File: config.mk
export PLATFORM = sky130hd
export DESIGN_NAME = smt_cell
export DESIGN_NICKNAME = d
export VERILOG_FILES = /design/src/hdl/smt_pkg.sv /design/src/hdl/smt_cell.sv
export SDC_FILE = /design/constraint.sdc
export NUM_CORES = 1
export LEC_CHECK = 0
export BUFFER_PORTS_ARGS = -buffer_cell sky130_fd_sc_hd__buf_2
export CORE_ASPECT_RATIO = 0.5
export CORE_MARGIN = 5
export CORE_UTILIZATION = 49
export DETAILED_ROUTE_END_ITERATION = 10
export PLACE_DENSITY = 0.94
export SYNTH_ARGS = -nofsm -noshare
export SYNTH_HDL_FRONTEND = slang
export SYNTH_SLANG_ARGS = --single-unit
File: constraint.sdc
create_clock -name clk_i -period 8.6 [get_ports clk_i]
set_clock_uncertainty 0.15 [all_clocks]
set_input_delay 0.43 -clock clk_i [delete_from_list [all_inputs] [get_ports clk_i]]
set_output_delay 0.43 -clock clk_i [all_outputs]
set_load 0.05 [all_outputs]
File: src/hdl/smt_pkg.sv
// Shared types and constants for the sorted multiset table.
`timescale 1ns / 1ps

package smt_pkg;

  localparam int unsigned DefCapacity = 64;
  localparam int unsigned ValueW      = 32;
  localparam int unsigned FieldCntW   = 7;

  typedef enum logic [1:0] {
    REQ_ADD    = 2'd0,
    REQ_REMOVE = 2'd1,
    REQ_SEARCH = 2'd2,
    REQ_COUNT  = 2'd3
  } req_type_e;

  typedef enum logic [1:0] {
    ST_DONE      = 2'd0,
    ST_NOT_FOUND = 2'd1,
    ST_FULL      = 2'd2
  } status_e;

  typedef struct packed {
    req_type_e                req_type;
    logic signed [ValueW-1:0] value;
  } in_t;

  typedef struct packed {
    status_e                status;
    logic [FieldCntW-1:0]   occurrences;
    logic [FieldCntW-1:0]   entry_total;
  } out_t;

  typedef struct packed {
    logic                     valid;
    logic                     hit;
    logic signed [ValueW-1:0] carry;
  } tok_t;

endpackage

File: src/hdl/smt_cell.sv
// One cell of the table chain: holds one entry and forwards the request wave.
`timescale 1ns / 1ps

module smt_cell #(
  parameter int unsigned CAPACITY = smt_pkg::DefCapacity,
  parameter int unsigned IDX      = 0,
  localparam int unsigned CntW    = $clog2(CAPACITY + 1)
) (
  input  logic                             clk_i,
  input  logic                             rst_ni,
  input  smt_pkg::in_t                     op_i,
  input  logic                             desc_i,
  input  logic [CntW-1:0]                  n_i,
  input  smt_pkg::tok_t                    tok_i,
  input  logic [CntW-1:0]                  occ_i,
  input  logic signed [smt_pkg::ValueW-1:0] nxt_entry_i,
  output smt_pkg::tok_t                    tok_o,
  output logic [CntW-1:0]                  occ_o,
  output logic signed [smt_pkg::ValueW-1:0] entry_o
);

  localparam logic [CntW-1:0] Idx  = CntW'(IDX);
  localparam logic [CntW-1:0] Full = CntW'(CAPACITY);

  logic signed [smt_pkg::ValueW-1:0] entry_q, entry_d;
  logic                              valid_q;
  logic                              hit_q, hit_d;
  logic signed [smt_pkg::ValueW-1:0] carry_q;
  logic [CntW-1:0]                   occ_q, occ_d;
  logic                              in_range, at_end, is_full, eq, after;

  always_comb begin
    in_range = (Idx < n_i);
    at_end   = (Idx == n_i);
    is_full  = (n_i == Full);
    eq       = (entry_q == op_i.value);
    after    = desc_i ? (entry_q < op_i.value) : (entry_q > op_i.value);
    entry_d  = entry_q;
    hit_d    = tok_i.hit;
    occ_d    = occ_i;
    if (tok_i.valid) begin
      case (op_i.req_type)
        smt_pkg::REQ_ADD: begin
          if (!is_full) begin
            if (tok_i.hit && (in_range || at_end)) begin
              entry_d = tok_i.carry;
            end else if (!tok_i.hit && ((in_range && after) || at_end)) begin
              hit_d   = 1'b1;
              entry_d = op_i.value;
            end
          end
        end
        smt_pkg::REQ_REMOVE: begin
          hit_d = tok_i.hit | (in_range & eq);
          if (hit_d && in_range) begin
            entry_d = nxt_entry_i;
          end
        end
        smt_pkg::REQ_SEARCH: begin
          hit_d = tok_i.hit | (in_range & eq);
        end
        smt_pkg::REQ_COUNT: begin
          occ_d = occ_i + CntW'(in_range & eq);
        end
        default: begin
          hit_d = tok_i.hit;
        end
      endcase
    end
  end

  always_ff @(posedge clk_i or negedge rst_ni) begin
    if (!rst_ni) begin
      valid_q <= 1'b0;
    end else begin
      valid_q <= tok_i.valid;
    end
  end

  always_ff @(posedge clk_i) begin
    entry_q <= entry_d;
    hit_q   <= hit_d;
    carry_q <= entry_q;
    occ_q   <= occ_d;
  end

  assign tok_o.valid = valid_q;
  assign tok_o.hit   = hit_q;
  assign tok_o.carry = carry_q;
  assign occ_o       = occ_q;
  assign entry_o     = entry_q;

endmodule

; ---- After elaboration in Yosys (flattened, before gate mapping)
; Index checks and enable logic that the tools add are counted.
[totals]
ff_bits = 73
input_bits = 117
output_inout_bits = 73
[classes]
n_addsub = 1
magnitude_cmp = 3
n_eq_ne = 8
muxes = 13
bitwise = 3
n_reduce_logical = 12
[ops]
columns = operator, n
row1 = two-way mux 32 bit, 4
row2 = one-hot mux 32 bit (2 select lines), 1
row3 = == test 32 bit, 1
row4 = greater-than comparator 32 bit, 1
row5 = < comparator 32 bit, 1
row6 = two-way mux 7 bit, 2
row7 = adder 7 x 1 -> 7 bit, 1
row8 = "== test 7 bit, second input constant", 1
row9 = zero test 7 bit, 1
row10 = "< comparator 1 x 7 -> 1 bit, first input constant", 1
row11 = two-way mux 1 bit, 5
row12 = AND reduction 5 bit, 1
row13 = "== test 2 bit, second input constant", 2
row14 = logical AND 1 bit, 4
row15 = "!= test 2 bit, second input constant", 2
row16 = "!= test 3 bit, second input constant", 1
row17 = AND 1 bit, 2
row18 = "== test 2 x 1 -> 1 bit, second input constant", 1
row19 = zero test 2 bit, 1
row20 = logical OR 1 bit, 2
row21 = one-hot mux 1 bit (2 select lines), 1
row22 = nonzero test 2 bit, 1
row23 = OR reduction 2 bit, 1
row24 = zero test 1 bit, 1
row25 = bitwise OR 1 bit, 1

; ---- Depth between registers and ports, before layout
; Gate-level depths: netlist (run 1).
[logic_depth]
word_depth = 10
depth_mapped = 12

; ---- Worst setup path after synthesis (run 1)
; OpenSTA, ideal clock, no wires.
[synth_timing]
path_kind = register to register
from = register entry_q (netlist bit entry_o[29])
to = register entry_q (netlist bit entry_o[0]), enable pin
setup_time_ns = 0.435
arrival_ns = 3.609
required_ns = 8.015
setup_slack_ns = 4.406
path_stages_with_launch = 7
path_buffers = 0
cell_sequence = edfxtp_1 ha_1 nand4_2 nor4_4 o31a_1 o21a_1 mux2i_1
[synth_between]
elab_chain_len = 7
[synth_rtl]
columns = item, line_no
row1 = start: declaration, smt_cell.sv:25  ; logic signed [smt_pkg::ValueW-1:0] entry_q, entry_d;
row2 = start signal: assignment, smt_cell.sv:81  ; entry_q <= entry_d;
row3 = greater-than comparator 32 bit or < comparator 32 bit (tied branches), smt_cell.sv:37  ; after = desc_i ? (entry_q < op_i.value) : (entry_q > op_i.value);
row4 = two-way mux 1 bit, smt_cell.sv:37
row5 = logical AND 1 bit, smt_cell.sv:47  ; end else if (!tok_i.hit && ((in_range && after) || at_end)) begin
row6 = logical OR 1 bit, smt_cell.sv:47
row7 = logical AND 1 bit, smt_cell.sv:47
row8 = != test 3 bit (no line), --
row9 = AND reduction 5 bit (no line) (*), --
; Every way passes the cells marked *; elsewhere a longest branch is shown, timed or not.
; A chain may end at the register's enable or synchronous reset.

; ---- Worst setup path after layout (run 1)
[layout_timing]
from = register entry_q (netlist bit entry_o[13])
to = register entry_q (netlist bit entry_o[7]), enable pin
; Same word-level chain as after synthesis.

==> reports/metrics.cfg, run 1 <==
[run_status]
run_status=complete, no violations

[route]
drtAntennaViolNets=0
drt_iter0_markers=181
wl_per_cell_um=16.4
vias=3298
vias_per_cell=5.18
dr.pass1.iters=4
drc=0
wirelength_um=10500

[synth]
syn_area_sq_um=3660
synth-edff-count=32
yosysWarnings=0
synth_top_area_share_pct=26.2
synth.distinct_cells=41
syn_area_per_cell_sq_um=10.5
synth_area_leaders=edfxtp_1, dfxtp_1, ha_1
synth_ff_type=dfxtp_1
ys_seq_area_share_pct=48.8
yosysTopAreaCell=edfxtp_1
syn-instance-count=348
postSynth.asyncResetShare_pct=1.37
yosys_register_bits=73
yosys.cell_count.top_type=nand2_1
synth_nets=503
synth_common_cells=nand2_1, dfxtp_1, ha_1

[sta]
slew_viol_final=0
fmax_mhz=284
whs_ns=0.133
setup_viol=0
rsz0062_at_grt=false
period_minus_slack_ns=3.52
relSlewSlack_pct=18.1
hold_viol_final=0
tightestPinTransition_ns=1.20
setup_ws_ns=5.08
fin_crit_sh_pct=40.9
tns_ns=0

[clocking]
cts_resized=0
clk_latency_ns=0.34
hold_buffers=1
clk_pin_slew_ns=0.05
tritoncts=yes
cts-root-buf=clkbuf_16
numCtsBuffers=9
cts_setup_buffers=0
cts_buffer_depth=2
h-tree-depth=3
cts_sinks=73

[run]
drv_cap=0

[layout]
postLayoutCellArea_sq_um=4960
multi_input_area_sq_um=1690
syn2layout_area_growth_pct=35.6
fillers=565
layout.nets=691
antenna_cells=0
layout-drive-gt1-share_pct=39.4
seq_area_sq_um=1790

[critical_path]
cp_slowest_cell=mux2i_4
cp.arrival_ns=3.31
critPathKind=reg -> reg
r2r_cells=6
cp.depth=6
crit_path_end_kind=flip-flop
path_delay_family=compound AO/OA/AOI/OAI gates
cp_max_fo=32
critPathBufInv=0
cp_slowest_stage_delay_ns=1.00
required_ns=8.40
crit_chain=ha_1 > nand4_2 > a2111oi_0 > o31a_1 > o21a_1 > mux2i_4
start_kind=flip-flop

[placed_design]
place_area_sq_um=4680
portBuffers=189
hpwl_um=7860
pre_cts_ws_ns=4.90
gp_congestion=0.793

[grt]
grt_pass1_vias=3486
track_usage_pct=21.6
grt_overflow_total=0
grt_max_degree=68
antenna_found_initial=0
grt_pass1_wl_um=16200

[floorplanning]
die_h_um=71.1
initial_core_util_pct=50.2
num_io_pins=190
std_cell_rows=22
fp.dieW_um=132
core_sq_um=7290
die-area_sq_um=9400

[hold_path]
hp-class=in -> reg
hold_depth=1

[power]
max-vdd-ir-drop_uv=106
powerDensity_nw_per_um2=201
p_leak_nw=2.48

-- kinds of logic (layout without fill, tap and decap cells) --
| family | Yosys count | count (layout) | synth area share (%) |
|---|---|---|---|
| and+or+nand+nor | 77 | 77 | 10.7 |
| xor gates and xnor gates | 5 | 5 | 1.20 |
| DFF | 73 | 73 | 48.8 |
| AOI/OAI and AO/OA | 69 | 69 | 11.0 |
| muxes | 36 | 36 | 9.91 |
| adders and majority gates | 38 | 38 | 13.0 |
| buffers and inverters | 50 | 243 | 5.43 |
-- metrics by stage --
stage               power (mW)  util [%]  std cells
CTS                       1.00      68.0        637
global placement         0.645      64.2        620
global route              1.03      68.0        637
finish                   0.996      68.0        637
floorplan                0.576         -        348
detailed placement       0.654      64.2        620
-- cells in the final DEF (no fill, tap or decap), types with 3 or more instances in the layout --
master	count
buf_2	189
nand2_1	42
dfxtp_1	40
inv_1	37
ha_1	37
o21ai_0	35
mux2i_1	33
edfxtp_1	32
a21oi_1	14
clkbuf_16	9
nor2_1	8
nand3_1	8
nand4_1	5
clkbuf_1	5
a21o_1	4
nand4_2	3
xnor2_1	3
o21ai_1	3
o211ai_1	3
-- flip-flops by register name, indices dropped and copies added (netlist names) --
name	flops
carry_q	32
entry_o	32
hit_q	1
occ_o	7
valid_q	1
-- layer usage --
metal | vias to the layer above | wire [um] | GRT usage, %
li1 | 1603 | - | -
met1 | 1545 | 3890 | 22.1
met2 | 123 | 5600 | 41.1
met3 | 27 | 719 | 6.89
met4 | 0 | 260 | 9.14
met5 | - | 0 | 0
-- power breakdown --
group | switching (mW) | internal, mW | total, mW
clock network | 0.135 | 0.212 | 0.347
registers | 0.0135 | 0.395 | 0.409
logic | 0.167 | 0.0730 | 0.240
total | 0.316 | 0.680 | 0.996
-- final timing paths --
kind / slack (ns) / startpoint / end
hold / removal: 0.13 / tok_i[33] / valid_q$_DFF_PN0_
setup reg to reg: 5.08 / entry_o[13]$_DFFE_PP_ / entry_o[7]$_DFFE_PP_
min in group asynchronous: 0.26 / rst_ni / valid_q$_DFF_PN0_
hold reg to reg: 0.25 / entry_o[23]$_DFFE_PP_ / carry_q[23]$_DFF_P_
setup / recovery: 5.08 / entry_o[13]$_DFFE_PP_ / entry_o[7]$_DFFE_PP_
max in group asynchronous: 7.96 / rst_ni / valid_q$_DFF_PN0_
-- cell type report --
| type | instances | area share (%) |
|---|---|---|
| clock buffer | 16 | 5.47 |
| inverter | 37 | 2.80 |
| multi-input combinational | 225 | 34.1 |
| sequential | 73 | 36.0 |
| tap | 96 | 2.42 |
| timing repair buffer | 190 | 19.3 |
Power figures use the tool's default switching activity.
==> inputs of run 2 (changes only) <==
- ABC_AREA: unset -> 1
- CORE_UTILIZATION: 49 -> 45
- PLACE_DENSITY: 0.94 -> 0.88
- clock period: 8.6 -> 3.6 ns (I/O delays scaled with it)
==> run 2 against run 1 <==
- sequential power is 130% higher
- cell count up 14%
- non-clock buffer count rose by 13
- wire length increased by 6.4%
- largest cell class unchanged
- design area up 2.1%
- clock-buffer cell count fell by 4
- global-route usage up 0.75 points
- sequential cell count did not move
- critical path depth increased by 4
- core utilization decreased by 4.0 points
- first-iteration DRC count is 38% higher
==> reports/metrics.cfg, run 2 <==
[critical_path]
cp.arrival_ns=3.13
required_ns=3.45
critPathKind=reg -> reg
start_kind=flip-flop
cp_max_fo=21
crit_path_end_kind=flip-flop

[sta]
relSlewSlack_pct=29.6
whs_ns=0.0200
tightestPinTransition_ns=1.06
setup_viol=0
rsz0062_at_grt=false
period_minus_slack_ns=3.28
hold_viol_final=0
slew_viol_final=0
tns_ns=0
fmax_mhz=305
setup_ws_ns=0.322
fin_crit_sh_pct=91.1

[route]
drt_iter0_markers=250
drtAntennaViolNets=0
drc=0
vias_per_cell=4.99
wl_per_cell_um=15.3
wirelength_um=11100
vias=3636
dr.pass1.iters=4

[clocking]
cts-root-buf=clkbuf_16
h-tree-depth=3
clk_pin_slew_ns=0.06
cts_buffer_depth=2
cts_resized=0
tritoncts=yes
numCtsBuffers=9
clk_latency_ns=0.33
cts_sinks=73

[floorplanning]
num_io_pins=190
initial_core_util_pct=45.6
core_sq_um=7910
die-area_sq_um=10000
std_cell_rows=23
fp.dieW_um=137
die_h_um=73.3

[layout]
mostFrequentLayoutCells=buf_2, nand2_1, a21oi_1
final_cells=729
postLayoutCellArea_sq_um=5070
layout.nets=768
antenna_cells=0
final_common_cell=buf_2
syn2layout_area_growth_pct=40.4
layout-drive-gt1-share_pct=34.8

[grt]
grt_max_degree=36
grt_pass1_vias=3631
grt_overflow_total=0
grt_pass1_wl_um=17300
track_usage_pct=22.4
antenna_found_initial=0

[placed_design]
portBuffers=189
hpwl_um=8240
pre_cts_ws_ns=0.499
dp.cells=704
gp_congestion=0.819
place_area_sq_um=4670

[synth]
syn_area_sq_um=3610
yosys_register_bits=73
syn-instance-count=415
ys_seq_area_share_pct=49.5
synth-edff-count=32
postSynth.asyncResetShare_pct=1.37
synth_area_leaders=edfxtp_1, dfxtp_1, ha_1
syn_area_per_cell_sq_um=8.69
synth_common_cells=nand2_1, a21oi_1, inv_1, nor2_1, dfxtp_1
synth_nets=570
yosysWarnings=0
synth_ff_type=dfxtp_1
yosysTopAreaCell=edfxtp_1
synth_top_area_share_pct=26.6
yosys.cell_count.top_type=nand2_1
synth.distinct_cells=29

[run]
drv_cap=0

[power]
p_leak_nw=2.58
powerDensity_nw_per_um2=460
max-vdd-ir-drop_uv=333

[hold_path]
hp-class=in -> reg

[run_status]
run_status=complete, no violations

-- run 2: cell count changes after synthesis, moves of 3 or more --
cell,delta
mux2i_1,-34
nor3_1,+4
clkbuf_1,+5
nor2_1,+36
a21o_1,-3
a21oi_1,+66
nand4_2,-3
inv_1,+7
nor2_2,+3
nand2_1,+40
o21ai_0,-33
nand3_1,-4
-- run 2: path summary, 6_finish.rpt --
path	depth (start not counted)	slack, ns	from	end
setup / recovery	10	0.32	entry_o[15]$_DFFE_PP_	entry_o[30]$_DFFE_PP_
hold / removal	3	0.02	nxt_entry_i[21]	entry_o[21]$_DFFE_PP_
setup reg to reg	10	0.32	entry_o[15]$_DFFE_PP_	entry_o[30]$_DFFE_PP_
hold reg to reg	0	0.25	entry_o[2]$_DFFE_PP_	carry_q[2]$_DFF_P_
max in group asynchronous	3	2.67	rst_ni	valid_q$_DFF_PN0_
min in group asynchronous	3	0.53	rst_ni	valid_q$_DFF_PN0_
-- run 2: worst max-delay path, cell delays in order, from the launching register on --
cell and delay (ns):
edfxtp_1 0.42, ha_1 0.34, nand4_1 0.17, nor4_1 0.65, nand2_1 0.15, o21ai_1 0.25
nand2_1 0.09, nand2_1 0.09, o211ai_1 0.15, a31oi_4 0.19, buf_4 0.32
-- run 2: through the flow --
step / power (mW) / util [%]
finish: 2.33 / 64.0
global placement: 1.42 / 59.0
CTS: 2.34 / 64.0
global route: 2.43 / 64.0
detailed placement: 1.44 / 59.0
floorplan: 1.27 / -
-- run 2: kinds of logic after synthesis --
logic type,after synthesis,share of synthesized area (%)
compound gates,90,12.9
simple gates,147,16.4
buf+inv,62,6.69
flops,73,49.5
fa+ha+maj,38,13.2
xor+xnor,5,1.21
-- run 2: power breakdown --
group / internal [mW] / switching, mW
Combinational: 0.157 / 0.334
Clock: 0.568 / 0.331
Sequential: 0.921 / 0.0203
-- run 2: final cells by class --
cell class	instances	area, sq um
fillers	680	2850
flip-flops and latches	73	1790
multi-input cells	280	1590
repair buffers	203	1080
clock buffers	12	256
inverters	46	173
well taps	112	140
clock inverters	3	40.0
-- run 2: routing by layer --
metal,part of all wire (%),vias to the layer above,global-route usage (%)
li1,-,1782,-
met1,39,1667,27.0
met2,52,153,38.9
met3,6.2,34,4.86
met4,3.1,0,9.94
met5,0,-,0
-- run 2: repair_timing --
item / CTS / global route
hold buffers: 10 / 0
endpoints found under the hold margin: 9 / 0
setup buffers: 0 / 0
